`src/rtl/efsd_pkg.sv`:
```
// Shared constants, types and helpers for the earliest-free server dispatcher.
package efsd_pkg;

  // Server pool size and the widths that follow from it
  localparam int MAX_SERVERS = 16;
  localparam int SRV_IDX_W   = (MAX_SERVERS > 1) ? $clog2(MAX_SERVERS) : 1;
  localparam int SRV_CNT_W   = $clog2(MAX_SERVERS + 1);

  // Field and register widths
  localparam int TOD_W      = 17;  // second of day
  localparam int SVC_CAP_W  = 11;
  localparam int SRV_CFG_W  = 5;
  localparam int HOUR_W     = 5;
  localparam int MIN_W      = 6;
  localparam int SEC_W      = 6;
  localparam int SVC_W      = 16;
  localparam int FREE_W     = 32;
  localparam int SUM_W      = 40;
  localparam int SERVED_W   = 24;
  localparam int OUT_IDX_W  = 4;
  localparam int CFG_IDX_W  = 8;
  localparam int CFG_DATA_W = 17;

  // Time conversion
  localparam int SECS_PER_HOUR = 3600;
  localparam int SECS_PER_MIN  = 60;

  // Register reset values
  localparam logic [TOD_W-1:0]     OPEN_TIME_RST   = TOD_W'(8 * 60 * 60);
  localparam logic [TOD_W-1:0]     CLOSE_TIME_RST  = TOD_W'(17 * 60 * 60);
  localparam logic [SVC_CAP_W-1:0] MAX_SVC_RST     = SVC_CAP_W'(60);
  localparam logic [SRV_CFG_W-1:0] SERVER_CNT_RST  = SRV_CFG_W'(16);

  // Configuration register indexes
  localparam logic [CFG_IDX_W-1:0] REG_OPEN_TIME    = CFG_IDX_W'(0);
  localparam logic [CFG_IDX_W-1:0] REG_CLOSE_TIME   = CFG_IDX_W'(1);
  localparam logic [CFG_IDX_W-1:0] REG_MAX_SERVICE  = CFG_IDX_W'(2);
  localparam logic [CFG_IDX_W-1:0] REG_SERVER_COUNT = CFG_IDX_W'(3);

  // Input item kinds
  localparam logic KIND_START = 1'b0;
  localparam logic KIND_JOB   = 1'b1;

  // Sequencer states
  typedef enum logic [5:0] {
    ST_IDLE   = 6'b000001,
    ST_CALC   = 6'b000010,
    ST_CHECK  = 6'b000100,
    ST_SCAN   = 6'b001000,
    ST_UPDATE = 6'b010000,
    ST_DONE   = 6'b100000
  } state_t;

  // Sequencer to server table
  typedef struct packed {
    logic                 init;
    logic [TOD_W-1:0]     init_time;
    logic                 scan_start;
    logic                 scan_step;
    logic                 write;
    logic [FREE_W-1:0]    wr_data;
    logic [SRV_CNT_W-1:0] active;
  } srv_ctrl_t;

  // Server table back to the sequencer
  typedef struct packed {
    logic                 done;
    logic [SRV_IDX_W-1:0] best;
    logic [FREE_W-1:0]    best_time;
  } srv_stat_t;

  // Clamp the configured server count into 1..MAX_SERVERS
  function automatic logic [SRV_CNT_W-1:0] active_servers(input logic [SRV_CFG_W-1:0] cnt);
    logic [SRV_CNT_W-1:0] n;
    if (cnt == '0) begin
      n = SRV_CNT_W'(1);
    end else if (32'(cnt) > 32'(MAX_SERVERS)) begin
      n = SRV_CNT_W'(MAX_SERVERS);
    end else begin
      n = SRV_CNT_W'(cnt);
    end
    return n;
  endfunction

endpackage

```
`src/rtl/efsd_if.sv`:
```
// Handshake channel interfaces for job input, dispatch result and configuration.
interface efsd_in_if;
  logic                          valid;
  logic                          ready;
  logic                          kind;
  logic [efsd_pkg::HOUR_W-1:0]   arrive_hour;
  logic [efsd_pkg::MIN_W-1:0]    arrive_minute;
  logic [efsd_pkg::SEC_W-1:0]    arrive_second;
  logic [efsd_pkg::SVC_W-1:0]    service_minutes;

  modport source (output valid, kind, arrive_hour, arrive_minute, arrive_second,
                  service_minutes, input ready);
  modport sink   (input valid, kind, arrive_hour, arrive_minute, arrive_second,
                  service_minutes, output ready);
endinterface

interface efsd_out_if;
  logic                           valid;
  logic                           ready;
  logic                           accepted;
  logic [31:0]                    wait_seconds;
  logic [efsd_pkg::OUT_IDX_W-1:0] server_index;
  logic [efsd_pkg::SUM_W-1:0]     total_wait_seconds;
  logic [efsd_pkg::SERVED_W-1:0]  served_count;

  modport source (output valid, accepted, wait_seconds, server_index, total_wait_seconds,
                  served_count, input ready);
  modport sink   (input valid, accepted, wait_seconds, server_index, total_wait_seconds,
                  served_count, output ready);
endinterface

interface efsd_cfg_if;
  logic                            valid;
  logic                            ready;
  logic [efsd_pkg::CFG_IDX_W-1:0]  index;
  logic [efsd_pkg::CFG_DATA_W-1:0] data;

  modport source (output valid, index, data, input ready);
  modport sink   (input valid, index, data, output ready);
endinterface

```
`src/rtl/efsd_servers.sv`:
```
// Server free-time table with a one-entry-per-cycle earliest-free scan.
module efsd_servers (
  input  logic                clk,
  input  logic                rst_n,
  input  efsd_pkg::srv_ctrl_t ctrl,
  output efsd_pkg::srv_stat_t stat
);

  logic [efsd_pkg::FREE_W-1:0]    free_r [efsd_pkg::MAX_SERVERS];
  logic [efsd_pkg::SRV_CNT_W-1:0] idx_r;
  logic [efsd_pkg::SRV_IDX_W-1:0] best_r;
  logic [efsd_pkg::FREE_W-1:0]    best_time_r;
  logic [efsd_pkg::FREE_W-1:0]    cand;
  logic                           cand_less;

  // Compare the current candidate against the running minimum
  assign cand      = free_r[idx_r[efsd_pkg::SRV_IDX_W-1:0]];
  assign cand_less = cand < best_time_r;

  // Scan finishes once every active server has been visited
  assign stat.done      = idx_r >= ctrl.active;
  assign stat.best      = best_r;
  assign stat.best_time = best_time_r;

  // Free-time table: reset, session start and post-dispatch update
  always_ff @(posedge clk) begin
    if (!rst_n) begin
      for (int i = 0; i < efsd_pkg::MAX_SERVERS; i++) begin
        free_r[i] <= '0;
      end
    end else if (ctrl.init) begin
      for (int i = 0; i < efsd_pkg::MAX_SERVERS; i++) begin
        free_r[i] <= efsd_pkg::FREE_W'(ctrl.init_time);
      end
    end else if (ctrl.write) begin
      free_r[best_r] <= ctrl.wr_data;
    end
  end

  // Scan pointer and running minimum
  always_ff @(posedge clk) begin
    if (!rst_n) begin
      idx_r       <= '0;
      best_r      <= '0;
      best_time_r <= '0;
    end else if (ctrl.scan_start) begin
      idx_r       <= efsd_pkg::SRV_CNT_W'(1);
      best_r      <= '0;
      best_time_r <= free_r[0];
    end else if (ctrl.scan_step) begin
      idx_r <= idx_r + efsd_pkg::SRV_CNT_W'(1);
      if (cand_less) begin
        best_r      <= idx_r[efsd_pkg::SRV_IDX_W-1:0];
        best_time_r <= cand;
      end
    end
  end

endmodule

```
`src/rtl/earliest_free_server_dispatch.sv`:
```
// Top level: dispatches each job to the earliest-free server and keeps the totals.
//
//  channel | dir | handshake    | carries
//  in_if   | in  | valid/ready  | kind, arrival hour/minute/second, service minutes
//  out_if  | out | valid/ready  | accepted, wait, server index, total wait, served count
//  cfg_if  | in  | valid/ready  | register index, write data (always ready)
//
// One transaction in, one out. A start item goes from IDLE straight to DONE, where the
// result is offered. A job passes through CALC and CHECK; a rejected job then goes to
// DONE, while a served job scans the free-time table in SCAN, one entry per cycle
// through a single comparator over the active servers, then updates the chosen
// server in UPDATE before DONE.
// in_if.ready is low from acceptance until the result has been taken.
// Reset (rst_n, synchronous) restores registers, clears totals and free times.
module earliest_free_server_dispatch (
  input  logic   clk,
  input  logic   rst_n,
  efsd_in_if.sink    in_if,
  efsd_out_if.source out_if,
  efsd_cfg_if.sink   cfg_if
);

  efsd_pkg::state_t state_r, state_nxt;

  // Configuration registers
  logic [efsd_pkg::TOD_W-1:0]     open_time_r;
  logic [efsd_pkg::TOD_W-1:0]     close_time_r;
  logic [efsd_pkg::SVC_CAP_W-1:0] max_svc_r;
  logic [efsd_pkg::SRV_CFG_W-1:0] server_cnt_r;

  // Captured transaction and derived values
  logic [efsd_pkg::HOUR_W-1:0]    hour_r;
  logic [efsd_pkg::MIN_W-1:0]     minute_r;
  logic [efsd_pkg::SEC_W-1:0]     second_r;
  logic [efsd_pkg::SVC_W-1:0]     svc_in_r;
  logic [efsd_pkg::TOD_W-1:0]     arrive_r;
  logic [efsd_pkg::SVC_CAP_W-1:0] svc_r;

  // Totals and result registers
  logic [efsd_pkg::SUM_W-1:0]     sum_r;
  logic [efsd_pkg::SERVED_W-1:0]  served_r;
  logic                           acc_r;
  logic [31:0]                    wait_r;
  logic [efsd_pkg::OUT_IDX_W-1:0] idx_out_r;

  efsd_pkg::srv_ctrl_t ctrl;
  efsd_pkg::srv_stat_t stat;

  logic                          in_fire;
  logic                          out_fire;
  logic [efsd_pkg::FREE_W-1:0]   arrive_ext;
  logic                          late_start;
  logic [efsd_pkg::FREE_W-1:0]   wait_val;
  logic [efsd_pkg::FREE_W-1:0]   start_val;
  logic [efsd_pkg::FREE_W:0]     fin_full;
  logic [efsd_pkg::FREE_W-1:0]   fin_val;
  logic [efsd_pkg::SUM_W:0]      sum_full;

  assign in_fire  = in_if.valid && in_if.ready;
  assign out_fire = out_if.valid && out_if.ready;

  assign in_if.ready  = (state_r == efsd_pkg::ST_IDLE);
  assign cfg_if.ready = 1'b1;

  // Wait, service start and new free time from the chosen server
  assign arrive_ext = efsd_pkg::FREE_W'(arrive_r);
  assign late_start = stat.best_time > arrive_ext;
  assign wait_val   = late_start ? (stat.best_time - arrive_ext) : '0;
  assign start_val  = late_start ? stat.best_time : arrive_ext;
  assign fin_full   = {1'b0, start_val}
                    + (33'(svc_r) * 33'(efsd_pkg::SECS_PER_MIN));
  assign fin_val    = fin_full[efsd_pkg::FREE_W] ? '1 : fin_full[efsd_pkg::FREE_W-1:0];
  assign sum_full   = {1'b0, sum_r} + 41'(wait_val);

  // Drive the server table
  always_comb begin
    ctrl            = '0;
    ctrl.init       = in_fire && (in_if.kind == efsd_pkg::KIND_START);
    ctrl.init_time  = open_time_r;
    ctrl.scan_start = (state_r == efsd_pkg::ST_CHECK);
    ctrl.scan_step  = (state_r == efsd_pkg::ST_SCAN) && !stat.done;
    ctrl.write      = (state_r == efsd_pkg::ST_UPDATE);
    ctrl.wr_data    = fin_val;
    ctrl.active     = efsd_pkg::active_servers(server_cnt_r);
  end

  efsd_servers u_servers (
    .clk   (clk),
    .rst_n (rst_n),
    .ctrl  (ctrl),
    .stat  (stat)
  );

  // Sequencer
  always_comb begin
    state_nxt = state_r;
    case (state_r)
      efsd_pkg::ST_IDLE: begin
        if (in_fire) begin
          state_nxt = (in_if.kind == efsd_pkg::KIND_START) ? efsd_pkg::ST_DONE
                                                           : efsd_pkg::ST_CALC;
        end
      end
      efsd_pkg::ST_CALC:  state_nxt = efsd_pkg::ST_CHECK;
      efsd_pkg::ST_CHECK: begin
        state_nxt = (arrive_r > close_time_r) ? efsd_pkg::ST_DONE : efsd_pkg::ST_SCAN;
      end
      efsd_pkg::ST_SCAN: begin
        if (stat.done) begin
          state_nxt = efsd_pkg::ST_UPDATE;
        end
      end
      efsd_pkg::ST_UPDATE: state_nxt = efsd_pkg::ST_DONE;
      efsd_pkg::ST_DONE: begin
        if (out_fire) begin
          state_nxt = efsd_pkg::ST_IDLE;
        end
      end
      default: state_nxt = efsd_pkg::ST_IDLE;
    endcase
  end

  always_ff @(posedge clk) begin
    if (!rst_n) begin
      state_r <= efsd_pkg::ST_IDLE;
    end else begin
      state_r <= state_nxt;
    end
  end

  // Configuration writes
  always_ff @(posedge clk) begin
    if (!rst_n) begin
      open_time_r  <= efsd_pkg::OPEN_TIME_RST;
      close_time_r <= efsd_pkg::CLOSE_TIME_RST;
      max_svc_r    <= efsd_pkg::MAX_SVC_RST;
      server_cnt_r <= efsd_pkg::SERVER_CNT_RST;
    end else if (cfg_if.valid && cfg_if.ready) begin
      case (cfg_if.index)
        efsd_pkg::REG_OPEN_TIME:    open_time_r  <= cfg_if.data;
        efsd_pkg::REG_CLOSE_TIME:   close_time_r <= cfg_if.data;
        efsd_pkg::REG_MAX_SERVICE:  max_svc_r    <= cfg_if.data[efsd_pkg::SVC_CAP_W-1:0];
        efsd_pkg::REG_SERVER_COUNT: server_cnt_r <= cfg_if.data[efsd_pkg::SRV_CFG_W-1:0];
        default: ;
      endcase
    end
  end

  // Capture the transaction, then form arrival second and capped service
  always_ff @(posedge clk) begin
    if (in_fire) begin
      hour_r   <= in_if.arrive_hour;
      minute_r <= in_if.arrive_minute;
      second_r <= in_if.arrive_second;
      svc_in_r <= in_if.service_minutes;
    end
    if (state_r == efsd_pkg::ST_CALC) begin
      arrive_r <= efsd_pkg::TOD_W'(hour_r) * efsd_pkg::TOD_W'(efsd_pkg::SECS_PER_HOUR)
                + efsd_pkg::TOD_W'(minute_r) * efsd_pkg::TOD_W'(efsd_pkg::SECS_PER_MIN)
                + efsd_pkg::TOD_W'(second_r);
      svc_r    <= (svc_in_r > efsd_pkg::SVC_W'(max_svc_r)) ? max_svc_r
                                                           : svc_in_r[efsd_pkg::SVC_CAP_W-1:0];
    end
  end

  // Totals: clear on session start, saturate on each served job
  always_ff @(posedge clk) begin
    if (!rst_n) begin
      sum_r    <= '0;
      served_r <= '0;
    end else if (ctrl.init) begin
      sum_r    <= '0;
      served_r <= '0;
    end else if (state_r == efsd_pkg::ST_UPDATE) begin
      sum_r <= sum_full[efsd_pkg::SUM_W] ? '1 : sum_full[efsd_pkg::SUM_W-1:0];
      if (served_r != '1) begin
        served_r <= served_r + efsd_pkg::SERVED_W'(1);
      end
    end
  end

  // Result register: zero for starts and rejects, filled on dispatch
  always_ff @(posedge clk) begin
    if (in_fire) begin
      acc_r     <= 1'b0;
      wait_r    <= '0;
      idx_out_r <= '0;
    end else if (state_r == efsd_pkg::ST_UPDATE) begin
      acc_r     <= 1'b1;
      wait_r    <= wait_val;
      idx_out_r <= efsd_pkg::OUT_IDX_W'(stat.best);
    end
  end

  assign out_if.valid              = (state_r == efsd_pkg::ST_DONE);
  assign out_if.accepted           = acc_r;
  assign out_if.wait_seconds       = wait_r;
  assign out_if.server_index       = idx_out_r;
  assign out_if.total_wait_seconds = sum_r;
  assign out_if.served_count       = served_r;

  // Checks
  a_one_in_flight: assert property (@(posedge clk) disable iff (!rst_n)
    !(out_if.valid && in_if.ready))
    else $error("new transaction offered while a result is pending");

  a_start_result: assert property (@(posedge clk) disable iff (!rst_n)
    (in_fire && in_if.kind == efsd_pkg::KIND_START) |=>
      (out_if.valid && !out_if.accepted && out_if.served_count == '0
       && out_if.total_wait_seconds == '0))
    else $error("start transaction did not give a cleared result");

  a_served_step: assert property (@(posedge clk) disable iff (!rst_n)
    (served_r != $past(served_r)) |->
      (served_r == $past(served_r) + efsd_pkg::SERVED_W'(1) || served_r == '0))
    else $error("served count moved by other than one");

  a_accept_has_scan: assert property (@(posedge clk) disable iff (!rst_n)
    (state_r == efsd_pkg::ST_UPDATE) |-> $past(state_r == efsd_pkg::ST_SCAN && stat.done))
    else $error("dispatch update without a finished scan");

endmodule

```
`src/flat_wrapper.sv`:
```
// flat-port wrapper written by rule: the top's interface ports become plain ports
module earliest_free_server_dispatch_flat 
  (clk, rst_n, in_if_valid, in_if_kind, in_if_arrive_hour, in_if_arrive_minute, in_if_arrive_second, in_if_service_minutes, in_if_ready, out_if_valid, out_if_accepted, out_if_wait_seconds, out_if_server_index, out_if_total_wait_seconds, out_if_served_count, out_if_ready, cfg_if_valid, cfg_if_index, cfg_if_data, cfg_if_ready);
  efsd_in_if in_if_i ();
  efsd_out_if out_if_i ();
  efsd_cfg_if cfg_if_i ();
  input  logic clk;
  input  logic rst_n;
  input wire logic [$bits(in_if_i.valid)-1:0] in_if_valid;
  input wire logic [$bits(in_if_i.kind)-1:0] in_if_kind;
  input wire logic [$bits(in_if_i.arrive_hour)-1:0] in_if_arrive_hour;
  input wire logic [$bits(in_if_i.arrive_minute)-1:0] in_if_arrive_minute;
  input wire logic [$bits(in_if_i.arrive_second)-1:0] in_if_arrive_second;
  input wire logic [$bits(in_if_i.service_minutes)-1:0] in_if_service_minutes;
  output wire logic [$bits(in_if_i.ready)-1:0] in_if_ready;
  output wire logic [$bits(out_if_i.valid)-1:0] out_if_valid;
  output wire logic [$bits(out_if_i.accepted)-1:0] out_if_accepted;
  output wire logic [$bits(out_if_i.wait_seconds)-1:0] out_if_wait_seconds;
  output wire logic [$bits(out_if_i.server_index)-1:0] out_if_server_index;
  output wire logic [$bits(out_if_i.total_wait_seconds)-1:0] out_if_total_wait_seconds;
  output wire logic [$bits(out_if_i.served_count)-1:0] out_if_served_count;
  input wire logic [$bits(out_if_i.ready)-1:0] out_if_ready;
  input wire logic [$bits(cfg_if_i.valid)-1:0] cfg_if_valid;
  input wire logic [$bits(cfg_if_i.index)-1:0] cfg_if_index;
  input wire logic [$bits(cfg_if_i.data)-1:0] cfg_if_data;
  output wire logic [$bits(cfg_if_i.ready)-1:0] cfg_if_ready;
  assign in_if_i.valid = in_if_valid;
  assign in_if_i.kind = in_if_kind;
  assign in_if_i.arrive_hour = in_if_arrive_hour;
  assign in_if_i.arrive_minute = in_if_arrive_minute;
  assign in_if_i.arrive_second = in_if_arrive_second;
  assign in_if_i.service_minutes = in_if_service_minutes;
  assign in_if_ready = in_if_i.ready;
  assign out_if_valid = out_if_i.valid;
  assign out_if_accepted = out_if_i.accepted;
  assign out_if_wait_seconds = out_if_i.wait_seconds;
  assign out_if_server_index = out_if_i.server_index;
  assign out_if_total_wait_seconds = out_if_i.total_wait_seconds;
  assign out_if_served_count = out_if_i.served_count;
  assign out_if_i.ready = out_if_ready;
  assign cfg_if_i.valid = cfg_if_valid;
  assign cfg_if_i.index = cfg_if_index;
  assign cfg_if_i.data = cfg_if_data;
  assign cfg_if_ready = cfg_if_i.ready;
  earliest_free_server_dispatch u_core (.clk(clk), .rst_n(rst_n), .in_if(in_if_i), .out_if(out_if_i), .cfg_if(cfg_if_i));
endmodule
```
`config.mk`:
```
export PLATFORM = sky130hd
export DESIGN_NAME = earliest_free_server_dispatch_flat
export DESIGN_NICKNAME = d
export VERILOG_FILES = /design/src/rtl/efsd_pkg.sv /design/src/rtl/efsd_if.sv /design/src/rtl/efsd_servers.sv /design/src/rtl/earliest_free_server_dispatch.sv /design/src/flat_wrapper.sv
export SDC_FILE = /design/constraint.sdc
export NUM_CORES = 2
export LEC_CHECK = 0
export BUFFER_PORTS_ARGS = -buffer_cell sky130_fd_sc_hd__clkbuf_2
export CORE_MARGIN = 4
export CORE_UTILIZATION = 47
export CTS_BUF_LIST = sky130_fd_sc_hd__clkbuf_4
export CTS_CLUSTER_DIAMETER = 30
export DETAILED_ROUTE_END_ITERATION = 6
export PLACE_DENSITY_LB_ADDON = 0.12
export RECOVER_POWER = 100
export SLEW_MARGIN = 20
export SYNTH_ARGS = -nofsm -noshare
export SYNTH_HDL_FRONTEND = slang
export SYNTH_SLANG_ARGS = --single-unit
```
`constraint.sdc`:
```
create_clock -name clk -period 6.9 [get_ports clk]
set_input_delay 0.345 -clock clk [delete_from_list [all_inputs] [get_ports clk]]
set_output_delay 0.345 -clock clk [all_outputs]
set_load 0.005 [all_outputs]
```
# Word-level counts from Yosys, hierarchy flattened
# Memories as Yosys holds them, arrays and structs flattened.
# Index checks and enable logic that the tools add are counted.
# Widths: inputs -> output; s select.
# totals
regBits,259
latch_bits,0
mem_bits_rw,512
mem_bits_ro,0
inputBits,64
out_inout_bits,104
word_cells,133
memories,1
# classes
add_sub_neg,7
n_mul,3
div,0
order_cmp,6
eq_ne,13
shift,0
mux,45
bitwise,18
n_reduce_logical,20
# mem_list
memory,depth,width,rd,rd_ports_with_merged_regs,wr,line_no,source
u_core.u_servers.free_r,16,32,2,0,16,efsd_servers.sv:9,logic [efsd_pkg::FREE_W-1:0] free_r [efsd_pkg::MAX_SERVERS];
# ops
op,n
$mux 32,23
$add 40x32->41,1
$mux 40,1
$pmux 6 s6,1
$add 32x17->33,1
$gt 32x17->1,1
$lt 32x32->1,1
$reduce_or 32->1,1
$sub 32x17->32,1
$mux 6,5
$add 24x1->24 const B,1
$ne 24x24->1 const B,1
$add 17x12->17,1
$add 17x6->17,1
$gt 17x17->1,1
$eq 8x2->1 const B,2
$gt 16x11->1,1
$or 1x1->1,16
$mul 11x4->15 const B,1
$reduce_and 2->1,7
$mul 5x8->13 const B,1
$mux 1,11
$mux 11,1
$mul 6x4->10 const B,1
other kinds (22),30

# Depth between registers and ports, before layout
# logic_depth
ltp_word,8
depth_mapped,29
mapped_depth_nobuf,22

# Cells and area by module
# Synthesis repeated with hierarchy kept, for this count alone.
# unflattened
cells_unflattened,3858
hier_area_um2,42624.6
# modules_own_cells
mod,n_inst,cells_each,area_each_um2,seq_area_each_um2
efsd_servers,1,2043,26924.6,16195.5
earliest_free_server_dispatch,1,1815,15700.1,4974.8

# Worst setup path after synthesis
# No wires, ideal clock.
# synth_timing
path_type,reg2reg
start,register u_core.svc_r[0] in the netlist's numbering
end,memory u_core.u_servers.free_r[0][28] in the netlist's numbering (data pin)
setup_ns,0.266
arrival_ns,5.331
t_required_ns,6.634
slack_ns,1.303
stages_incl_launch_ff,23
path_buffers,2
synth_period_minus_slack_ns,5.597
path_cell_list,edfxtp_1 -> fa_1 -> fa_1 -> ha_1 -> a21o_1 -> a21oi_1 -> o21bai_1 -> a21o_1 -> a21oi_1 -> o21ai_0 -> nor2_1 -> xnor2_1 -> ha_1 -> a211o_1 -> o311a_1 -> a221oi_2 -> a211oi_1 -> or2_1 -> buf_6 -> nand4_1 -> mux2i_1 -> clkbuf_1 -> nor2_1
# synth_rtl
element,line_no,source
"start, declared",earliest_free_server_dispatch.sv:37,logic [efsd_pkg::SVC_CAP_W-1:0] svc_r;
"start signal, assigned",earliest_free_server_dispatch.sv:161,svc_r <= (svc_in_r > efsd_pkg::SVC_W'(max_svc_r)) ? max_svc_r
"end, declared",efsd_servers.sv:9,

==> impl_metrics.yaml <==
routing:
  wirelength_um: 132000
  num_vias: 31237
  drc: 0
  wl_per_cell_um: 25.0
  viasPerCell: 5.91
  dr.pass1.iters: 6
  drt_iter0_markers: 3310
  ant_nets: 0
setup_path:
  cp.arrival_ns: 7.33
  cp-end-kind: "flip-flop"
  critical_path_class: "flip-flop to flip-flop"
  worstPathRequired_ns: 7.63
  worstSetupStartpointType: "flip-flop"
  cp_max_fo: 50
cts:
  cts_made_buffers: 213
  cts_resized: 0
  post_cts_buffers: 0
  clk_pin_slew_ns: 0.06
  cts_tree: "done"
  cts_max_level: 4
  clkSinkCount: 771
  insertion_delay_ns: 1.15
  cts-root-buf: "clkbuf_4"
  clock_path_buffers: 3
outcome:
  failed_checks: "capacitance limit, slew limit"
  status: "finished, violations left"
logic_synthesis:
  synth_top_cell_area_share_pct: 42.0
  synth_edf_count: 573
  yosysSeqAreaShare_pct: 51.6
  ys_top_cells_by_area: "edfxtp_1 42%, dfxtp_1 9.7%, mux4_2 8.7%"
  ys_types: 84
  synth.largest_area_cell: "edfxtp_1"
  synth-seq-cells: 771
  ys_async_sr_fraction_pct: 0
  yosys_warnings: 0
  yosysMostFrequentCell: "edfxtp_1"
  synth_nets: 3923
  syn-instance-count: 3625
  avgSynthCellArea_um2: 11.3
  synth_common_cells: "573 x edfxtp_1, 395 x o21ai_0, 385 x nor2_1, 323 x nand2_1, 198 x dfxtp_1"
  synthFlopType: "edfxtp_1"
  synth_area_um2: 41000
timing:
  tns_ns: 0
  fin_crit_sh_pct: 95.7
  slew-limit-headroom_pct: -111
  hold_viol: 0
  clock_skew_ns: 0.106
  finalSetupViolCount: 0
  period_minus_slack_ns: 6.60
  rsz0062_at_grt: "false"
  max_slew.worst_pin.slew_ns: 3.17
  final-max-slew-violation-count: 461
  max_freq_mhz: 152
global_route:
  grt_first_pass_wirelength_um: 193000
  antenna_found_initial: 6
  grt_pass1_vias: 30088
  grt_max_degree: 62
  grtUsageTotal_pct: 28.4
  grt_remaining_overflow: 0
power:
  ir_worst_vdd_mv: 0.159
  finalPower_mw: 11.0
  p_per_area_nw_per_um2: 237
  power.leakage_nw: 17.7
finish:
  syn2layout_area_growth_pct: 13.6
  fin_nets: 4254
  drive_above_1_share_pct: 17.7
worst_hold_path:
  hold_path.class: "input pin to flip-flop"
floorplan:
  start_util_pct: 47.3
  die_height_um: 303
  core_um2: 86600
  die_area_um2: 92000
  rows: 108
  dieWidth_um: 303
  ios: 168
flow_run:
  cap_violations: 13
place:
  dp_hpwl_um: 84600
  place_congestion: 0.894
  io_buffer_count: 166
## cell usage in the layout (no fill, tap or decap), types with 32 or more instances in the layout
cell and count:
a21boi_0 41, a21o_1 47, a21oi_1 147, a22oi_1 32, buf_4 39, clkbuf_1 83
clkbuf_2 126, clkbuf_4 319, clkinv_1 35, dfxtp_1 195, dlygate4sd3_1 100, edfxtp_1 573
fa_1 37, ha_1 197, inv_1 172, mux2i_1 49, mux4_2 159, nand2_1 319
nand3_1 85, nand4_1 32, nor2_1 385, nor2b_1 45, nor3_1 33, o21ai_0 399
xnor2_1 75, xor2_1 43
## layout make-up
type | instances | area, um2
antenna | 6 | 15.0
clock buffer | 318 | 2390
multi-input combinational | 2442 | 18200
tap | 1155 | 1450
clock inverter | 62 | 423
fill | 7737 | 40000
sequential | 771 | 21200
inverter | 172 | 646
timing repair buffer | 356 | 2340
## final timing paths
kind | startpoint | to | slack (ns) | cells past startpoint
worst min-delay path | cfg_if_data[14] | u_core.close_time_r[14] | 0.15 | 4
worst max-delay path | u_core.state_r[0] | u_core.u_servers.free_r[13][18] | 0.30 | 8
worst max register to register | u_core.state_r[0] | u_core.u_servers.free_r[13][18] | 0.30 | 8
worst min register to register | u_core.out_if.wait_seconds[11] | u_core.out_if.wait_seconds[11] | 0.45 | 2
## state kept, by name (all words and copies together), names as in the netlist
name                              flops
u_core.u_servers.best_r               4
u_core.max_svc_r                     11
u_core.svc_in_r                      16
u_core.out_if.accepted                1
u_core.u_servers.free_r             512
u_core.state_r                        6
u_core.minute_r                       6
u_core.hour_r                         5
u_core.open_time_r                   17
u_core.u_servers.idx_r                5
u_core.out_if.served_count           24
u_core.svc_r                         11
u_core.server_cnt_r                   5
u_core.out_if.wait_seconds           32
u_core.out_if.total_wait_seconds     40
u_core.out_if.server_index            4
u_core.close_time_r                  17
u_core.u_servers.best_time_r         32
u_core.arrive_r                      17
u_core.second_r                       6
## cells by family after synthesis
family	count (synthesis)	synth area share (%)
XOR/XNOR	118	2.52
adder cells (fa/ha/maj)	234	7.82
buffers and inverters	412	4.07
AO/OA/AOI/OAI	837	12.3
flip-flops	771	51.6
other	1	0.00915
multiplexers	220	10.3
AND/OR/NAND/NOR	1032	11.4
## repair_timing
item	CTS	global route
setup endpoints to repair	0	0
hold buffers	100	0
hold endpoints to repair	151	0
## metrics by stage
step | std cells | util, % | setup WS (ns) | hold slack (ns) | instance area [um2]
final | 5282 | 53.8 | 0.300 | 0.147 | 46600
after global routing | 5282 | 53.8 | 0.0209 | 0.0821 | 46600
after CTS | 5276 | 54.2 | 0.559 | 0.0253 | 46900
after detailed placement | 4796 | 49.8 | 0.573 | 0.427 | 43100
after global placement | 4796 | 49.8 | 0.712 | 0.421 | 43100
after floorplan | 3625 | - | 1.30 | 0.400 | 41000
## metal layers
layer	share of wire [%]	GRT usage [%]	vias up
met5	0	0	-
met4	2.7	9.07	0
met3	9.5	5.98	258
met2	46	44.5	1505
met1	42	40.0	15403
li1	-	-	14071
## critical path, stage by stage, from the launching register on
cell and delay [ns]:
dfxtp_1 0.45, nor2_1 0.14, nand3_2 0.09, clkbuf_1 1.87, nor3_1 0.50, nand2_2 0.21, clkbuf_2 1.17, nand2_1 1.05
clkbuf_4 0.64
## where the power goes
part           total, mW  internal (mW)  switching [mW]  leakage (nW)
clock network       4.31           2.29            2.02          1.67
registers           5.31           5.23          0.0790          7.55
logic               1.42          0.510           0.910          8.46
total               11.0           8.03            3.01          17.7
No activity file was read; power rests on OpenSTA's default activity.
